[config.mk]
export PLATFORM = sky130hd
export DESIGN_NAME = imhpq_ram
export DESIGN_NICKNAME = d
export VERILOG_FILES = /design/src/hw/rtl/imhpq_ram.sv
export SDC_FILE = /design/constraint.sdc
export NUM_CORES = 1
export LEC_CHECK = 0
export ABC_AREA = 1
export BUFFER_PORTS_ARGS = -buffer_cell sky130_fd_sc_hd__buf_2
export CAP_MARGIN = 25
export CORE_UTILIZATION = 50
export DETAILED_ROUTE_END_ITERATION = 6
export PLACE_DENSITY = 0.65
export SLEW_MARGIN = 30
export SYNTH_ARGS = -nofsm -noshare
export SYNTH_HDL_FRONTEND = slang
export SYNTH_SLANG_ARGS = --single-unit
[constraint.sdc]
create_clock -name i_clk -period 1.58 [get_ports i_clk]
set_input_delay 0.316 -clock i_clk [delete_from_list [all_inputs] [get_ports i_clk]]
set_output_delay 0.316 -clock i_clk [all_outputs]
set_load 0.005 [all_outputs]
[src/hw/rtl/imhpq_ram.sv]
// Generic single-port-write, single-port-read RAM with registered read data.
module imhpq_ram #(
    parameter int WIDTH = 8,
    parameter int DEPTH = 16
) (
    input  logic                     i_clk,
    input  logic                     i_we,
    input  logic [$clog2(DEPTH)-1:0] i_waddr,
    input  logic [WIDTH-1:0]         i_wdata,
    input  logic [$clog2(DEPTH)-1:0] i_raddr,
    output logic [WIDTH-1:0]         o_rdata
);
    logic [WIDTH-1:0] r_mem [DEPTH];

    always_ff @(posedge i_clk) begin
        if (i_we) begin
            r_mem[i_waddr] <= i_wdata;
        end
        o_rdata <= r_mem[i_raddr];
    end
endmodule

==> out/metrics.json <==
{
  "grt_pass1_vias": 3581,
  "dp.cells": 718,
  "worst_hold_path_cell_count": 1,
  "minimum_clock_period_after_layout_ps": 1246,
  "power_density_nw_per_um2": 1276,
  "worst_clock_skew_ps": 16.39,
  "finalNetCount": 615,
  "grt_overflow_total": 0,
  "crit_family": "flip-flops",
  "synthesis.yosys.warnings": 0,
  "clk_pin_slew_worst_paths_ps": 60,
  "floorplan.io_pins": 26,
  "layout-area-overhead-vs-synth_pct": 17.55,
  "filler_cells": 894,
  "ctsHtreeMaxLevel": 4,
  "syn-mean-instance-area_um2": 10.47,
  "global_route.usage.total_pct": 23.81,
  "finalSetupViolations": 0,
  "final_layout_size_suffix_gt1_share_pct": 13.93,
  "clockBufferDepth": 2,
  "area_of_the_die_um2": 11970,
  "run_status": "completed",
  "r2r-end": "o_rdata[1]",
  "yosys.area.top_type": "sky130_fd_sc_hd__edfxtp_1",
  "worstReg2RegStart": "r_mem[0][1]",
  "ys_types": 12,
  "coreArea_um2": 11030,
  "post_route_insts_no_fill": 750,
  "syn-cell-area_um2": 5767,
  "crit_buf_inv": 1,
  "worstHoldPathType": "primary input to flop",
  "setup.worst_path.start_class": "flop",
  "routed_wire_length_per_instance_um": 16.90,
  "fmax_ghz": 0.8026,
  "hold_path_end": "r_mem[1][5]",
  "floorplan.die.width_um": 109.4,
  "route.vias.total": 3797,
  "core.rowCount": 38,
  "critical_path.cell_chain": "buf_2",
  "n_antenna_cell": 0,
  "cts_buffers": 17,
  "storage_cell_area_um2": 4004,
  "maxSlewHeadroom_pct": 73.53,
  "grt_max_degree": 40,
  "tns_ps": 0,
  "layout_commonest_cell": "sky130_fd_sc_hd__nand2_1",
  "seq_area_frac_synth_pct": 69.43,
  "mostFrequentLayoutCells": "sky130_fd_sc_hd__nand2_1, sky130_fd_sc_hd__edfxtp_1, sky130_fd_sc_hd__inv_1, sky130_fd_sc_hd__nand3_1, sky130_fd_sc_hd__buf_2",
  "buffer_ports.inserted": 25,
  "finalCritPeriodShare_pct": 78.86,
  "antenna_violating_nets_post_route": 0,
  "post-layout-total-power_mw": 8.648,
  "timing.critical_path.arrival_ps": 930,
  "rsz0062_at_grt": "no",
  "cts.hold.buffers_added": 0,
  "total_number_of_clock_tree_sinks": 136,
  "end_kind": "output port",
  "hold_viol": 0,
  "synth_fp_nets": 569,
  "critical_path_required_ps": 1260,
  "synth_cells": 551,
  "number_of_buffers_inserted_to_repair_setup_after_cts": 0,
  "number_of_antenna_violations_at_the_first_check_in_global_routing": 0,
  "vdd_ir_drop_max_mv": 0.7423,
  "worstSetupPathType": "flop to output port",
  "detailedPlace.worstSlack_ps": 72.33,
  "grt_pass1_wl_um": 19770,
  "drt-pass1-iter-count": 4,
  "critical_path.max_stage_delay_ps": 380,
  "multi_input_comb_area_um2": 1214,
  "cellLeakagePower_nw": 2.973,
  "detail_route.drc_violations": 0,
  "cts_tree": "built",
  "synth.area.top_cells": "sky130_fd_sc_hd__edfxtp_1, sky130_fd_sc_hd__nand2_1, sky130_fd_sc_hd__nand3_1",
  "worst_path_max_delay_cell": "sky130_fd_sc_hd__dfxtp_1",
  "viasPerCell": 5.063,
  "rrSetupSlack_ps": 560,
  "hold_start": "i_wdata[5]",
  "ctsRootBufferMaster": "sky130_fd_sc_hd__clkbuf_16",
  "clock_latency_ps": 420,
  "maxCapViolations": 0,
  "detailedPlacementHpwl_um": 7900,
  "timing_max_transition_violations_final": 0,
  "reg2reg_depth": 6,
  "die_y_um": 109.4,
  "detailedRoute.firstIterationViolations": 303,
  "post_cts_resize_count": 0,
  "initial_utilization_pct": 52.28,
  "crit_fanout": 1,
  "yosys.area.top_type_share_pct": 66.65,
  "gp_congestion": 0.8766,
  "wirelength_um": 12680,
  "timing.final.ws_setup_ps": 334.1,
  "postSynthRegisterBits": 136,
  "timing_worst_slew_pin_value_ps": 397.0
}
==> cells by family (layout without fill, tap and decap cells) <==
family	after synthesis	count (layout)	share of synthesized area, %
buffers and inverters	126	185	9.525
DFF	136	136	69.43
and+or+nand+nor	289	289	21.05
==> per-stage QoR <==
step / area (µm²) / hold slack [ps] / utilization [%]
floorplan: 5767 / 414.9 / -
global placement: 6158 / 633.1 / 55.83
detailed placement: 6158 / 645.2 / 55.83
CTS: 6779 / 319.5 / 61.46
global route: 6779 / 319.4 / 61.46
finish: 6779 / 309.0 / 61.46
==> flip-flops by register name, summed over array words and instances, names as in the netlist <==
signal	count
r_mem	128
o_rdata	8
==> where the power goes <==
group / total, mW / switching [mW] / internal, mW / leakage [nW]
logic: 0.509 / 0.344 / 0.165 / 1.45
clock network: 4.08 / 1.50 / 2.58 / 0.301
registers: 4.06 / 0.0255 / 4.03 / 1.22
total: 8.65 / 1.87 / 6.78 / 2.97
==> routing by layer <==
metal | vias up | part of all wire [%] | GRT usage (%)
li1 | 1865 | - | -
met1 | 1779 | 47 | 33.31
met2 | 133 | 46 | 35.98
met3 | 20 | 4.7 | 5.098
met4 | 0 | 2.0 | 10.57
met5 | - | 0 | 0
==> cells in the mapped netlist <==
| cell type | number |
|---|---|
| sky130_fd_sc_hd__buf_1 | 1 |
| sky130_fd_sc_hd__buf_2 | 13 |
| sky130_fd_sc_hd__buf_4 | 4 |
| sky130_fd_sc_hd__buf_6 | 6 |
| sky130_fd_sc_hd__dfxtp_1 | 8 |
| sky130_fd_sc_hd__edfxtp_1 | 128 |
| sky130_fd_sc_hd__inv_1 | 100 |
| sky130_fd_sc_hd__inv_2 | 2 |
| sky130_fd_sc_hd__nand2_1 | 173 |
| sky130_fd_sc_hd__nand3_1 | 97 |
| sky130_fd_sc_hd__nand3b_1 | 2 |
| sky130_fd_sc_hd__nor2_1 | 17 |
==> how the worst max path moves through the flow <==
stage	from	end	slack, ps	cells past startpoint
after global routing	o_rdata[7]	o_rdata[7]	300	1
after global placement	i_raddr[0]	o_rdata[0]	110	8
after floorplan	i_waddr[2]	r_mem[10][0]	310	2
final	o_rdata[7]	o_rdata[7]	330	1
after detailed placement	i_raddr[0]	o_rdata[1]	70	8
after CTS	o_rdata[7]	o_rdata[7]	320	1
==> cell type report <==
type | instances | area share (%)
Sequential cell | 136 | 59.06
Tap cell | 140 | 2.584
Clock buffer | 19 | 6.681
Timing Repair Buffer | 51 | 5.648
Inverter | 102 | 5.648
Clock inverter | 13 | 2.473
Multi-Input combinational cell | 289 | 17.90
No activity file was read; power rests on OpenSTA's default activity.
